<file path="config.mk">
export PLATFORM = sky130hd
export DESIGN_NAME = video_frame_reassembly_tracker_core_flat
export DESIGN_NICKNAME = d
export VERILOG_FILES = /design/src/hdl/vfrt_pkg.sv /design/src/hdl/vfrt_pkt_if.sv /design/src/hdl/vfrt_rpt_if.sv /design/src/hdl/vfrt_in_reg.sv /design/src/hdl/vfrt_tracker.sv /design/src/hdl/vfrt_out_reg.sv /design/src/hdl/video_frame_reassembly_tracker_core.sv /design/src/flat_wrapper.sv
export SDC_FILE = /design/constraint.sdc
export NUM_CORES = 2
export LEC_CHECK = 0
export BUFFER_PORTS_ARGS = -buffer_cell sky130_fd_sc_hd__buf_2
export CORE_MARGIN = 4
export CORE_UTILIZATION = 60
export CTS_BUF_LIST = sky130_fd_sc_hd__clkbuf_2
export DETAILED_ROUTE_END_ITERATION = 8
export GPL_ROUTABILITY_DRIVEN = 1
export PLACE_DENSITY = 0.89
export SLEW_MARGIN = 5
export SYNTH_ARGS = -nofsm -noshare
export SYNTH_HDL_FRONTEND = slang
export SYNTH_SLANG_ARGS = --single-unit
</file>
<file path="constraint.sdc">
create_clock -name clk -period 60.2 [get_ports clk]
set_clock_uncertainty 0.2 [all_clocks]
set_input_delay 9.03 -clock clk [delete_from_list [all_inputs] [get_ports clk]]
set_output_delay 9.03 -clock clk [all_outputs]
set_load 0.1 [all_outputs]
</file>
<file path="src/hdl/vfrt_pkg.sv">
// Shared widths and defaults for the video frame reassembly tracker.
package vfrt_pkg;

	localparam int TIME_BITS_DEF = 48;
	localparam int TIME_BITS_MIN = 16;
	localparam int TIME_BITS_MAX = 64;

	localparam int FRAME_NUM_W = 16;
	localparam int FRAG_NUM_W  = 8;
	localparam int SIZE_W      = 32;
	localparam int STAMP_W     = 32;
	localparam int LEN_W       = 16;
	localparam int CNT_W       = 32;
	localparam int BYTES_W     = 64;

endpackage

</file>
<file path="src/hdl/vfrt_pkt_if.sv">
// Packet request channel: valid, ready and the received packet fields.
interface vfrt_pkt_if #(
	parameter int TIME_BITS = vfrt_pkg::TIME_BITS_DEF
);
	logic                             valid;
	logic                             ready;
	logic                             has_header;
	logic                             starts_frame;
	logic                             ends_frame;
	logic [vfrt_pkg::SIZE_W-1:0]      frag_size;
	logic [vfrt_pkg::FRAME_NUM_W-1:0] frame_number;
	logic                             intra_frame;
	logic [vfrt_pkg::STAMP_W-1:0]     send_time;
	logic [vfrt_pkg::FRAG_NUM_W-1:0]  frag_number;
	logic [vfrt_pkg::LEN_W-1:0]       payload_len;
	logic [TIME_BITS-1:0]             arrival_time;

	modport source (
		output valid, has_header, starts_frame, ends_frame, frag_size, frame_number,
		       intra_frame, send_time, frag_number, payload_len, arrival_time,
		input  ready
	);
	modport sink (
		input  valid, has_header, starts_frame, ends_frame, frag_size, frame_number,
		       intra_frame, send_time, frag_number, payload_len, arrival_time,
		output ready
	);
endinterface

</file>
<file path="src/hdl/vfrt_rpt_if.sv">
// Frame report channel: valid, ready and the completed frame record with statistics.
interface vfrt_rpt_if #(
	parameter int TIME_BITS = vfrt_pkg::TIME_BITS_DEF
);
	logic                             valid;
	logic                             ready;
	logic [vfrt_pkg::FRAME_NUM_W-1:0] done_frame_number;
	logic                             done_intra;
	logic [vfrt_pkg::SIZE_W-1:0]      done_size;
	logic [vfrt_pkg::CNT_W-1:0]       done_frags;
	logic [vfrt_pkg::CNT_W-1:0]       done_packets;
	logic [TIME_BITS-1:0]             first_arrival;
	logic [TIME_BITS-1:0]             last_arrival;
	logic [vfrt_pkg::STAMP_W-1:0]     done_send_time;
	logic [vfrt_pkg::CNT_W-1:0]       i_frames_total;
	logic [vfrt_pkg::CNT_W-1:0]       p_frames_total;
	logic [vfrt_pkg::BYTES_W-1:0]     i_bytes_total;
	logic [vfrt_pkg::BYTES_W-1:0]     p_bytes_total;

	modport source (
		output valid, done_frame_number, done_intra, done_size, done_frags, done_packets,
		       first_arrival, last_arrival, done_send_time, i_frames_total,
		       p_frames_total, i_bytes_total, p_bytes_total,
		input  ready
	);
	modport sink (
		input  valid, done_frame_number, done_intra, done_size, done_frags, done_packets,
		       first_arrival, last_arrival, done_send_time, i_frames_total,
		       p_frames_total, i_bytes_total, p_bytes_total,
		output ready
	);
endinterface

</file>
<file path="src/hdl/vfrt_in_reg.sv">
// Input register stage that captures one packet request per cycle while it is empty or its contents move on.
module vfrt_in_reg #(
	parameter int TIME_BITS = vfrt_pkg::TIME_BITS_DEF
) (
	input  logic       clk,
	input  logic       arst_n,
	vfrt_pkt_if.sink   up,
	vfrt_pkt_if.source dn
);
	logic                             valid_s1;
	logic                             has_header_s1;
	logic                             starts_frame_s1;
	logic                             ends_frame_s1;
	logic [vfrt_pkg::SIZE_W-1:0]      frag_size_s1;
	logic [vfrt_pkg::FRAME_NUM_W-1:0] frame_number_s1;
	logic                             intra_frame_s1;
	logic [vfrt_pkg::STAMP_W-1:0]     send_time_s1;
	logic [vfrt_pkg::FRAG_NUM_W-1:0]  frag_number_s1;
	logic [vfrt_pkg::LEN_W-1:0]       payload_len_s1;
	logic [TIME_BITS-1:0]             arrival_time_s1;

	// The stage refills in the same cycle that its contents move on.
	assign up.ready = !valid_s1 || dn.ready;

	always_ff @(posedge clk or negedge arst_n) begin
		if (!arst_n) begin
			valid_s1 <= 1'b0;
		end else if (up.ready) begin
			valid_s1 <= up.valid;
		end
	end

	always_ff @(posedge clk) begin
		if (up.ready && up.valid) begin
			has_header_s1   <= up.has_header;
			starts_frame_s1 <= up.starts_frame;
			ends_frame_s1   <= up.ends_frame;
			frag_size_s1    <= up.frag_size;
			frame_number_s1 <= up.frame_number;
			intra_frame_s1  <= up.intra_frame;
			send_time_s1    <= up.send_time;
			frag_number_s1  <= up.frag_number;
			payload_len_s1  <= up.payload_len;
			arrival_time_s1 <= up.arrival_time;
		end
	end

	assign dn.valid        = valid_s1;
	assign dn.has_header   = has_header_s1;
	assign dn.starts_frame = starts_frame_s1;
	assign dn.ends_frame   = ends_frame_s1;
	assign dn.frag_size    = frag_size_s1;
	assign dn.frame_number = frame_number_s1;
	assign dn.intra_frame  = intra_frame_s1;
	assign dn.send_time    = send_time_s1;
	assign dn.frag_number  = frag_number_s1;
	assign dn.payload_len  = payload_len_s1;
	assign dn.arrival_time = arrival_time_s1;
endmodule

</file>
<file path="src/hdl/vfrt_tracker.sv">
// Frame record and statistics registers with their combinational update logic.
module vfrt_tracker #(
	parameter int TIME_BITS = vfrt_pkg::TIME_BITS_DEF
) (
	input  logic       clk,
	input  logic       arst_n,
	vfrt_pkt_if.sink   pkt,
	vfrt_rpt_if.source rpt
);
	logic                             receiving_q,  receiving_d;
	logic                             last_seen_q,  last_seen_d;
	logic [vfrt_pkg::FRAME_NUM_W-1:0] frame_num_q,  frame_num_d;
	logic                             intra_q,      intra_d;
	logic [vfrt_pkg::STAMP_W-1:0]     send_time_q,  send_time_d;
	logic [vfrt_pkg::SIZE_W-1:0]      size_q,       size_d;
	logic [vfrt_pkg::CNT_W-1:0]       frags_q,      frags_d;
	logic [vfrt_pkg::CNT_W-1:0]       packets_q,    packets_d;
	logic [TIME_BITS-1:0]             first_q,      first_d;
	logic [TIME_BITS-1:0]             last_q,       last_d;
	logic [vfrt_pkg::SIZE_W-1:0]      frag_exp_q,   frag_exp_d;
	logic [vfrt_pkg::SIZE_W-1:0]      frag_rcv_q,   frag_rcv_d;
	logic [vfrt_pkg::CNT_W-1:0]       i_count_q,    i_count_d;
	logic [vfrt_pkg::CNT_W-1:0]       p_count_q,    p_count_d;
	logic [vfrt_pkg::BYTES_W-1:0]     i_bytes_q,    i_bytes_d;
	logic [vfrt_pkg::BYTES_W-1:0]     p_bytes_q,    p_bytes_d;
	logic                             complete;
	logic                             take;

	assign pkt.ready = rpt.ready;
	assign take      = pkt.valid && pkt.ready;

	always_comb begin
		receiving_d = receiving_q;
		last_seen_d = last_seen_q;
		frame_num_d = frame_num_q;
		intra_d     = intra_q;
		send_time_d = send_time_q;
		size_d      = size_q;
		frags_d     = frags_q;
		packets_d   = packets_q;
		first_d     = first_q;
		last_d      = last_q;
		frag_exp_d  = frag_exp_q;
		frag_rcv_d  = frag_rcv_q;
		i_count_d   = i_count_q;
		p_count_d   = p_count_q;
		i_bytes_d   = i_bytes_q;
		p_bytes_d   = p_bytes_q;
		complete    = 1'b0;

		// A start mark drops whatever frame is open and begins a fresh record.
		if (pkt.has_header && pkt.starts_frame) begin
			receiving_d = 1'b1;
			last_seen_d = 1'b0;
			first_d     = pkt.arrival_time;
			last_d      = pkt.arrival_time;
			size_d      = '0;
			frags_d     = '0;
			packets_d   = '0;
			frame_num_d = pkt.frame_number;
			intra_d     = pkt.intra_frame;
			send_time_d = pkt.send_time;
		end

		// Headers outside an open frame are ignored.
		if (pkt.has_header && receiving_d) begin
			size_d     = size_d + pkt.frag_size;
			frags_d    = frags_d + vfrt_pkg::CNT_W'(1);
			frag_exp_d = pkt.frag_size;
			frag_rcv_d = '0;
			if (pkt.ends_frame) begin
				last_seen_d = 1'b1;
			end
		end

		if (receiving_d) begin
			packets_d  = packets_d + vfrt_pkg::CNT_W'(1);
			frag_rcv_d = frag_rcv_d
				+ {{(vfrt_pkg::SIZE_W - vfrt_pkg::LEN_W){1'b0}}, pkt.payload_len};
			if (pkt.arrival_time < first_d) begin
				first_d = pkt.arrival_time;
			end
			if (pkt.arrival_time > last_d) begin
				last_d = pkt.arrival_time;
			end
			complete = (frag_rcv_d == frag_exp_d) && last_seen_d;
		end

		if (complete) begin
			receiving_d = 1'b0;
			if (intra_d) begin
				i_count_d = i_count_q + vfrt_pkg::CNT_W'(1);
				i_bytes_d = i_bytes_q
					+ {{(vfrt_pkg::BYTES_W - vfrt_pkg::SIZE_W){1'b0}}, size_d};
			end else begin
				p_count_d = p_count_q + vfrt_pkg::CNT_W'(1);
				p_bytes_d = p_bytes_q
					+ {{(vfrt_pkg::BYTES_W - vfrt_pkg::SIZE_W){1'b0}}, size_d};
			end
		end
	end

	always_ff @(posedge clk or negedge arst_n) begin
		if (!arst_n) begin
			receiving_q <= 1'b0;
			last_seen_q <= 1'b0;
			frame_num_q <= '0;
			intra_q     <= 1'b0;
			send_time_q <= '0;
			size_q      <= '0;
			frags_q     <= '0;
			packets_q   <= '0;
			first_q     <= '0;
			last_q      <= '0;
			frag_exp_q  <= '0;
			frag_rcv_q  <= '0;
			i_count_q   <= '0;
			p_count_q   <= '0;
			i_bytes_q   <= '0;
			p_bytes_q   <= '0;
		end else if (take) begin
			receiving_q <= receiving_d;
			last_seen_q <= last_seen_d;
			frame_num_q <= frame_num_d;
			intra_q     <= intra_d;
			send_time_q <= send_time_d;
			size_q      <= size_d;
			frags_q     <= frags_d;
			packets_q   <= packets_d;
			first_q     <= first_d;
			last_q      <= last_d;
			frag_exp_q  <= frag_exp_d;
			frag_rcv_q  <= frag_rcv_d;
			i_count_q   <= i_count_d;
			p_count_q   <= p_count_d;
			i_bytes_q   <= i_bytes_d;
			p_bytes_q   <= p_bytes_d;
		end
	end

	assign rpt.valid             = pkt.valid && complete;
	assign rpt.done_frame_number = frame_num_d;
	assign rpt.done_intra        = intra_d;
	assign rpt.done_size         = size_d;
	assign rpt.done_frags        = frags_d;
	assign rpt.done_packets      = packets_d;
	assign rpt.first_arrival     = first_d;
	assign rpt.last_arrival      = last_d;
	assign rpt.done_send_time    = send_time_d;
	assign rpt.i_frames_total    = i_count_d;
	assign rpt.p_frames_total    = p_count_d;
	assign rpt.i_bytes_total     = i_bytes_d;
	assign rpt.p_bytes_total     = p_bytes_d;
endmodule

</file>
<file path="src/hdl/vfrt_out_reg.sv">
// Result register that holds one frame report until it is taken.
module vfrt_out_reg #(
	parameter int TIME_BITS = vfrt_pkg::TIME_BITS_DEF
) (
	input  logic       clk,
	input  logic       arst_n,
	vfrt_rpt_if.sink   up,
	vfrt_rpt_if.source dn
);
	logic                             valid_q;
	logic [vfrt_pkg::FRAME_NUM_W-1:0] frame_num_q;
	logic                             intra_q;
	logic [vfrt_pkg::SIZE_W-1:0]      size_q;
	logic [vfrt_pkg::CNT_W-1:0]       frags_q;
	logic [vfrt_pkg::CNT_W-1:0]       packets_q;
	logic [TIME_BITS-1:0]             first_q;
	logic [TIME_BITS-1:0]             last_q;
	logic [vfrt_pkg::STAMP_W-1:0]     send_time_q;
	logic [vfrt_pkg::CNT_W-1:0]       i_count_q;
	logic [vfrt_pkg::CNT_W-1:0]       p_count_q;
	logic [vfrt_pkg::BYTES_W-1:0]     i_bytes_q;
	logic [vfrt_pkg::BYTES_W-1:0]     p_bytes_q;

	assign up.ready = !valid_q || dn.ready;

	always_ff @(posedge clk or negedge arst_n) begin
		if (!arst_n) begin
			valid_q <= 1'b0;
		end else if (up.ready) begin
			valid_q <= up.valid;
		end
	end

	always_ff @(posedge clk) begin
		if (up.ready && up.valid) begin
			frame_num_q <= up.done_frame_number;
			intra_q     <= up.done_intra;
			size_q      <= up.done_size;
			frags_q     <= up.done_frags;
			packets_q   <= up.done_packets;
			first_q     <= up.first_arrival;
			last_q      <= up.last_arrival;
			send_time_q <= up.done_send_time;
			i_count_q   <= up.i_frames_total;
			p_count_q   <= up.p_frames_total;
			i_bytes_q   <= up.i_bytes_total;
			p_bytes_q   <= up.p_bytes_total;
		end
	end

	assign dn.valid             = valid_q;
	assign dn.done_frame_number = frame_num_q;
	assign dn.done_intra        = intra_q;
	assign dn.done_size         = size_q;
	assign dn.done_frags        = frags_q;
	assign dn.done_packets      = packets_q;
	assign dn.first_arrival     = first_q;
	assign dn.last_arrival      = last_q;
	assign dn.done_send_time    = send_time_q;
	assign dn.i_frames_total    = i_count_q;
	assign dn.p_frames_total    = p_count_q;
	assign dn.i_bytes_total     = i_bytes_q;
	assign dn.p_bytes_total     = p_bytes_q;
endmodule

</file>
<file path="src/hdl/video_frame_reassembly_tracker_core.sv">
// Video frame reassembly tracker: follows packets into frames and reports each completed frame.
// The block takes one packet request per clock and emits a frame report when a frame's last
// fragment is completely received; packets that complete nothing give no report. A packet
// passes an input register, then the frame record and I/P statistics are updated from it,
// and any report lands in a result register. Throughput is one packet per cycle while no
// report waits untaken on the output; the input side keeps accepting while a report waits
// on the output, until both registers are full. TIME_BITS (16 to 64) sets the width of
// arrival times.
module video_frame_reassembly_tracker_core #(
	parameter int TIME_BITS = vfrt_pkg::TIME_BITS_DEF
) (
	input  logic       clk,
	input  logic       arst_n,
	vfrt_pkt_if.sink   pkt,
	vfrt_rpt_if.source rpt
);
	vfrt_pkt_if #(.TIME_BITS(TIME_BITS)) pkt_s1 ();
	vfrt_rpt_if #(.TIME_BITS(TIME_BITS)) rpt_new ();

	vfrt_in_reg #(.TIME_BITS(TIME_BITS)) u_in_reg (
		.clk    (clk),
		.arst_n (arst_n),
		.up     (pkt),
		.dn     (pkt_s1)
	);

	vfrt_tracker #(.TIME_BITS(TIME_BITS)) u_tracker (
		.clk    (clk),
		.arst_n (arst_n),
		.pkt    (pkt_s1),
		.rpt    (rpt_new)
	);

	vfrt_out_reg #(.TIME_BITS(TIME_BITS)) u_out_reg (
		.clk    (clk),
		.arst_n (arst_n),
		.up     (rpt_new),
		.dn     (rpt)
	);
endmodule
</file>
<file path="src/flat_wrapper.sv">
// flat-port wrapper written by rule: the top's interface ports become plain ports
module video_frame_reassembly_tracker_core_flat 
#(
	parameter int TIME_BITS = vfrt_pkg::TIME_BITS_DEF
)
  (clk, arst_n, pkt_valid, pkt_has_header, pkt_starts_frame, pkt_ends_frame, pkt_frag_size, pkt_frame_number, pkt_intra_frame, pkt_send_time, pkt_frag_number, pkt_payload_len, pkt_arrival_time, pkt_ready, rpt_valid, rpt_done_frame_number, rpt_done_intra, rpt_done_size, rpt_done_frags, rpt_done_packets, rpt_first_arrival, rpt_last_arrival, rpt_done_send_time, rpt_i_frames_total, rpt_p_frames_total, rpt_i_bytes_total, rpt_p_bytes_total, rpt_ready);
  vfrt_pkt_if #(.TIME_BITS(TIME_BITS)) pkt_i ();
  vfrt_rpt_if #(.TIME_BITS(TIME_BITS)) rpt_i ();
  input  logic clk;
  input  logic arst_n;
  input wire logic [$bits(pkt_i.valid)-1:0] pkt_valid;
  input wire logic [$bits(pkt_i.has_header)-1:0] pkt_has_header;
  input wire logic [$bits(pkt_i.starts_frame)-1:0] pkt_starts_frame;
  input wire logic [$bits(pkt_i.ends_frame)-1:0] pkt_ends_frame;
  input wire logic [$bits(pkt_i.frag_size)-1:0] pkt_frag_size;
  input wire logic [$bits(pkt_i.frame_number)-1:0] pkt_frame_number;
  input wire logic [$bits(pkt_i.intra_frame)-1:0] pkt_intra_frame;
  input wire logic [$bits(pkt_i.send_time)-1:0] pkt_send_time;
  input wire logic [$bits(pkt_i.frag_number)-1:0] pkt_frag_number;
  input wire logic [$bits(pkt_i.payload_len)-1:0] pkt_payload_len;
  input wire logic [$bits(pkt_i.arrival_time)-1:0] pkt_arrival_time;
  output wire logic [$bits(pkt_i.ready)-1:0] pkt_ready;
  output wire logic [$bits(rpt_i.valid)-1:0] rpt_valid;
  output wire logic [$bits(rpt_i.done_frame_number)-1:0] rpt_done_frame_number;
  output wire logic [$bits(rpt_i.done_intra)-1:0] rpt_done_intra;
  output wire logic [$bits(rpt_i.done_size)-1:0] rpt_done_size;
  output wire logic [$bits(rpt_i.done_frags)-1:0] rpt_done_frags;
  output wire logic [$bits(rpt_i.done_packets)-1:0] rpt_done_packets;
  output wire logic [$bits(rpt_i.first_arrival)-1:0] rpt_first_arrival;
  output wire logic [$bits(rpt_i.last_arrival)-1:0] rpt_last_arrival;
  output wire logic [$bits(rpt_i.done_send_time)-1:0] rpt_done_send_time;
  output wire logic [$bits(rpt_i.i_frames_total)-1:0] rpt_i_frames_total;
  output wire logic [$bits(rpt_i.p_frames_total)-1:0] rpt_p_frames_total;
  output wire logic [$bits(rpt_i.i_bytes_total)-1:0] rpt_i_bytes_total;
  output wire logic [$bits(rpt_i.p_bytes_total)-1:0] rpt_p_bytes_total;
  input wire logic [$bits(rpt_i.ready)-1:0] rpt_ready;
  assign pkt_i.valid = pkt_valid;
  assign pkt_i.has_header = pkt_has_header;
  assign pkt_i.starts_frame = pkt_starts_frame;
  assign pkt_i.ends_frame = pkt_ends_frame;
  assign pkt_i.frag_size = pkt_frag_size;
  assign pkt_i.frame_number = pkt_frame_number;
  assign pkt_i.intra_frame = pkt_intra_frame;
  assign pkt_i.send_time = pkt_send_time;
  assign pkt_i.frag_number = pkt_frag_number;
  assign pkt_i.payload_len = pkt_payload_len;
  assign pkt_i.arrival_time = pkt_arrival_time;
  assign pkt_ready = pkt_i.ready;
  assign rpt_valid = rpt_i.valid;
  assign rpt_done_frame_number = rpt_i.done_frame_number;
  assign rpt_done_intra = rpt_i.done_intra;
  assign rpt_done_size = rpt_i.done_size;
  assign rpt_done_frags = rpt_i.done_frags;
  assign rpt_done_packets = rpt_i.done_packets;
  assign rpt_first_arrival = rpt_i.first_arrival;
  assign rpt_last_arrival = rpt_i.last_arrival;
  assign rpt_done_send_time = rpt_i.done_send_time;
  assign rpt_i_frames_total = rpt_i.i_frames_total;
  assign rpt_p_frames_total = rpt_i.p_frames_total;
  assign rpt_i_bytes_total = rpt_i.i_bytes_total;
  assign rpt_p_bytes_total = rpt_i.p_bytes_total;
  assign rpt_i.ready = rpt_ready;
  video_frame_reassembly_tracker_core #(.TIME_BITS(TIME_BITS)) u_core (.clk(clk), .arst_n(arst_n), .pkt(pkt_i), .rpt(rpt_i));
endmodule
</file>
======== Word-level counts from Yosys, hierarchy flattened ========
Cells that the tools add are included.
storage, ports and cells
  register bits ........................... 1082
  output and inout bits ................... 435
  word-level logic and storage cells ...... 93
operators by class
  reductions and logical operators ........ 11
  add/sub/neg operators ................... 8
  eq/ne operators ......................... 1
  muxes and demuxes ....................... 32
  magnitude comparators ................... 2
operator list
  cell                                                              number
  32-bit 2-to-1 mux                                                 14
  48-bit 2-to-1 mux                                                 6
  64-bit 2-to-1 mux                                                 4
  32-bit by 1-bit adder with 32-bit output (second input constant)  4
  64-bit by 32-bit adder with 64-bit output                         2
  48-bit greater-than comparator                                    1
  48-bit < comparator                                               1
  32-bit by 16-bit adder with 32-bit output                         1
  32-bit adder                                                      1
  32-bit equality test                                              1
  16-bit 2-to-1 mux                                                 1
  1-bit logical AND                                                 7
  1-bit 2-to-1 mux                                                  7
  1-bit zero test                                                   2
  1-bit logical OR                                                  2

======== Logic depth before layout (Yosys ltp) ========
  depth after elaboration ................. 10
  mapped depth ............................ 34
  mapped depth without buffers ............ 27

======== Hierarchy ========
Synthesis repeated with hierarchy kept, for this count alone.
second synthesis, totals
  cell total of the unflattened synthesis .. 5020
  area total of the unflattened synthesis .. 55253.0 um2
modules (own cells, without submodules)
  module        cells each  times used  area each (um2)
  vfrt_tracker  4423        1           37458.4
  vfrt_out_reg  437         1           13056.3
  vfrt_in_reg   160         1           4738.3

======== Least setup slack after synthesis ========
OpenSTA, ideal clock, no wires.
  path type ............................... input-to-reg
  from .................................... input rpt_ready
  to ...................................... register u_core.u_out_reg.frags_q, in the netlist u_core.u_out_reg.dn.done_frags[0] (enable)
  path slack .............................. 30.893 ns
  data arrival time ....................... 27.867 ns
  stages .................................. 6
  cell sequence ........................... nand2b_1 -> and2_1 -> clkbuf_1 -> nand2_1 -> clkbuf_1 -> nor2_1
between the ends
  cells in the longest elaborated chain, start to end .. 2
RTL lines
  what                    line                RTL
  start: declaration      flat_wrapper.sv:36  input wire logic [$bits(rpt_i.ready)-1:0] rpt_ready;
  1-bit logical OR        vfrt_out_reg.sv:24  assign up.ready = !valid_q || dn.ready;
  1-bit logical AND       vfrt_out_reg.sv:35  if (up.ready && up.valid) begin
  end signal: assignment  vfrt_out_reg.sv:39  frags_q <= up.done_frags;
  end: declaration        vfrt_out_reg.sv:14  logic [vfrt_pkg::CNT_W-1:0] frags_q;
Every way passes these cells.
A chain may end at the register's enable or synchronous reset.

======== Final worst setup path ========
  from .................................... input rpt_ready
  to ...................................... output pkt_ready
between the ends
  cells in the longest elaborated chain, start to end .. 2
RTL lines
  what              line                RTL
  1-bit logical OR  vfrt_out_reg.sv:24
  1-bit logical OR  vfrt_in_reg.sv:23   assign up.ready = !valid_s1 || dn.ready;
  end: declaration  flat_wrapper.sv:22  output wire logic [$bits(pkt_i.ready)-1:0] pkt_ready;
Every way passes these cells.

==> impl_results.md <==
- Pre-CTS setup slack: 41210 ps
- Net Sw Power: 0.7390 mW
- Top Ports: 595
- Cells after synthesis: 5269
- Yosys reg bits: 1082
- Endpoints failing hold: 0
- Starting density of the core: 60.46%
- Detailed placement HPWL: 107700 µm
- Die Span Y: 311.7 µm
- Core Box Area: 91520 µm²
- Combinational Power Share: 29.4%
- CP Launch Type: input pin
- Layout cells sized above 1: 21.46%
- Total CTS buffers: 290
- Post-synth EDFFs: 581
- Period minus WS final: 18980 ps
- Leakage power: 27.28 nW
- Slew margin rel.: 21.20%
- Pin count of the biggest net entering global routing: 195
- Crit share post-route: 31.53%
- Vias in the first global route: 43960
- Crit-path cells: buf_2, nand3b_1, buf_2
- Reg2Reg Setup Slack: 50490 ps
- Internal: 1.332 mW
- RePlAce Congestion: 0.9557
- Netlist cell types: 93
- WL final: 156900 µm
- Arr. time, crit path: 9750 ps
- Reg clk slew, reported paths: 110 ps
- Placed cell areas: 59170 µm²
- Most used DFF post-synth: edfxtp_1
- Clock Tree Root: clkbuf_2
- Area leader, netlist: edfxtp_1
- Die Area: 97140 µm²
- Final worst slack: 41220 ps
- Least-Margin Pin Slew: 1182 ps
- Most common cell on crit path: buf_2
- CTS tree: done
- Fin nets: 6279
- Max cap viols: 0
- Final setup violation count: 0
- Top post-synthesis cells by area: edfxtp_1 32%, dfrtp_1 23%, nand2_1 5.8%, xor2_1 5.1%, ha_1 4.6%
- Peak Freq: 0.05269 GHz
- DR WL/cell: 21.42 µm
- Post-synthesis sequential area ratio: 54.19%
- Via density per instance: 6.091
- Antenna viol nets, final: 0
- Most common cell in the netlist: nand2_1
- Total GRT Usage: 31.50%
- Antenna violations before repair: 11
- CP required: 50970 ps
- Sw Share: 35.68%
- Global-route wire length before repair: 242100 µm
- DRC viols: 0
- Initial DRT Pass Iterations: 7
- Asr flop ratio synth: 46.30%
- Post-cts resize count: 0
- Row Count: 111
- Clk pwr share: 26.1%
- Slew Viols, Final: 0
- CP Class: input pin to primary output
- RSZ-0062 raised after global routing: false
- Die W: 311.7 µm
- Initial DRC Count: 4796
- Status: finished clean
- Power density cells: 33.45 nW/µm²
- Clock Path Buffers: 4
- Worst-path fanout max: 3
- Mean Syn Cell Area: 10.50 µm²
- Final Cell Area: 61910 µm²
- GRT overflow: 0
- Clock sink count: 1082
- H-tree depth: 5
- Post-CTS Hold Buffers: 0
- Max rail drop VDD: 0.02786 mV
- Total Power: 2.071 mW
- Syn nets: 5635
- Synth top area share: 31.53%
- Critical path's largest stage delay: 450 ps
- Post-synth top cells: 855 x nand2_1, 581 x edfxtp_1, 501 x dfrtp_1, 335 x a21oi_1, 333 x nor2_1
- CP max-delay cell: buf_2
- Yosys warns: 0
- Worst setup EP type: primary output
- Seq pwr share: 44.5%
- Setup TNS: 0 ps
- Min-delay worst type: register to register
- IO Port Bufs: 586
- Worst-skew pair later-pin latency: 1600 ps
- Post-CTS setup buffers: 0
- Final design utilization: 67.64%
- Synth Cell Area: 55330 µm²
- Total number of vias: 44600
- Area added between synthesis and finish: 11.88%
- Fillers: 6608
## stage by stage
step	hold WS [ps]	cells
4_1_cts	235.8	7317
6_report	235.3	7322
3_5_place_dp	258.1	6807
2_1_floorplan	237.5	5269
3_3_place_gp	252.3	6807
5_1_grt	242.0	7321
## layer usage
metal	vias up	global-route usage, %	wire [µm]
li1	20310	-	-
met1	21450	39.24	59470
met2	2329	50.39	73420
met3	503	8.326	15120
met4	2	17.49	8840
met5	-	0	11
## worst paths after layout
path | start | depth (start not counted) | to
min in group asynchronous | arst_n | 1 | u_core.u_tracker.p_bytes_q[8]$_DFFE_PN0P_
max | rpt_ready | 3 | pkt_ready
min reg2reg | u_core.u_in_reg.dn.frame_number[5]$_DFFE_PP_ | 2 | u_core.u_out_reg.dn.done_frame_number[5]$_DFFE_PP_
max in group asynchronous | arst_n | 3 | u_core.u_tracker.frag_rcv_q[14]$_DFFE_PN0P_
min | u_core.u_in_reg.dn.frame_number[5]$_DFFE_PP_ | 2 | u_core.u_out_reg.dn.done_frame_number[5]$_DFFE_PP_
max reg2reg | u_core.u_in_reg.dn.starts_frame$_DFFE_PP_ | 27 | u_core.u_out_reg.dn.i_bytes_total[60]$_DFFE_PP_
## critical path, delay by kind of cell
kind                   cells  cell delay [ps]
buffers and inverters      2              570
and+or+nand+nor            1              150
## layout by cell type (no fill, tap or decap), types with 30 or more instances in the layout
| master | count |
|---|---|
| nand2_1 | 852 |
| buf_2 | 585 |
| edfxtp_1 | 581 |
| dfrtp_1 | 501 |
| clkbuf_2 | 413 |
| a21oi_1 | 334 |
| nor2_1 | 330 |
| xor2_1 | 322 |
| o21ai_0 | 288 |
| ha_1 | 202 |
| nor3_1 | 153 |
| mux2_2 | 150 |
| nand3_1 | 138 |
| xnor2_1 | 127 |
| nor4_1 | 100 |
| and3_1 | 99 |
| a31oi_1 | 79 |
| a21o_1 | 74 |
| and2_1 | 68 |
| inv_1 | 68 |
| nand4_1 | 62 |
| clkinv_1 | 61 |
| buf_4 | 51 |
| or3_1 | 35 |
| nand2b_1 | 30 |
## cell families (layout without fill, tap and decap cells)
family / Yosys count / in the layout / synth area share [%]
muxes: 176 / 176 / 3.523
DFF: 1082 / 1082 / 54.19
and+or+nand+nor: 2007 / 2007 / 17.14
xor gates and xnor gates: 451 / 451 / 7.177
buffers and inverters: 357 / 1219 / 2.573
adders and majority gates: 210 / 210 / 4.785
AOI/OAI and AO/OA: 986 / 986 / 10.62
other: 0 / 5 / 0
## sequential cells by signal, summed over array words and instances (netlist names), 48 cells and up
name	cells
u_core.u_in_reg.dn.arrival_time	48
u_core.u_out_reg.dn.p_bytes_total	64
u_core.u_tracker.p_bytes_q	64
u_core.u_out_reg.dn.i_bytes_total	64
u_core.u_out_reg.dn.last_arrival	48
u_core.u_out_reg.dn.first_arrival	48
u_core.u_tracker.i_bytes_q	64
u_core.u_tracker.last_q	48
u_core.u_tracker.first_q	48
## power groups by stage
stage          logic (mW)  registers [mW]  clock network, mW
6_report            0.609           0.921              0.541
5_1_grt             0.667           0.927              0.595
4_1_cts             0.597           0.918              0.552
3_5_place_dp        0.591           0.933                  0
3_3_place_gp        0.570           0.927                  0
2_1_floorplan       0.439           0.911                  0
## area by class of cell
type / count / area [µm²] / area share (%)
well taps: 1186 / 1484 / 2.397
inverters: 69 / 259.0 / 0.4184
diodes: 5 / 12.51 / 0.02021
flip-flops and latches: 1082 / 29980 / 48.43
clock buffers: 413 / 2067 / 3.339
repair buffers: 640 / 3386 / 5.469
clock inverters: 97 / 658.1 / 1.063
multi-input cells: 3830 / 24060 / 38.86
Power figures use the tool's default switching activity.
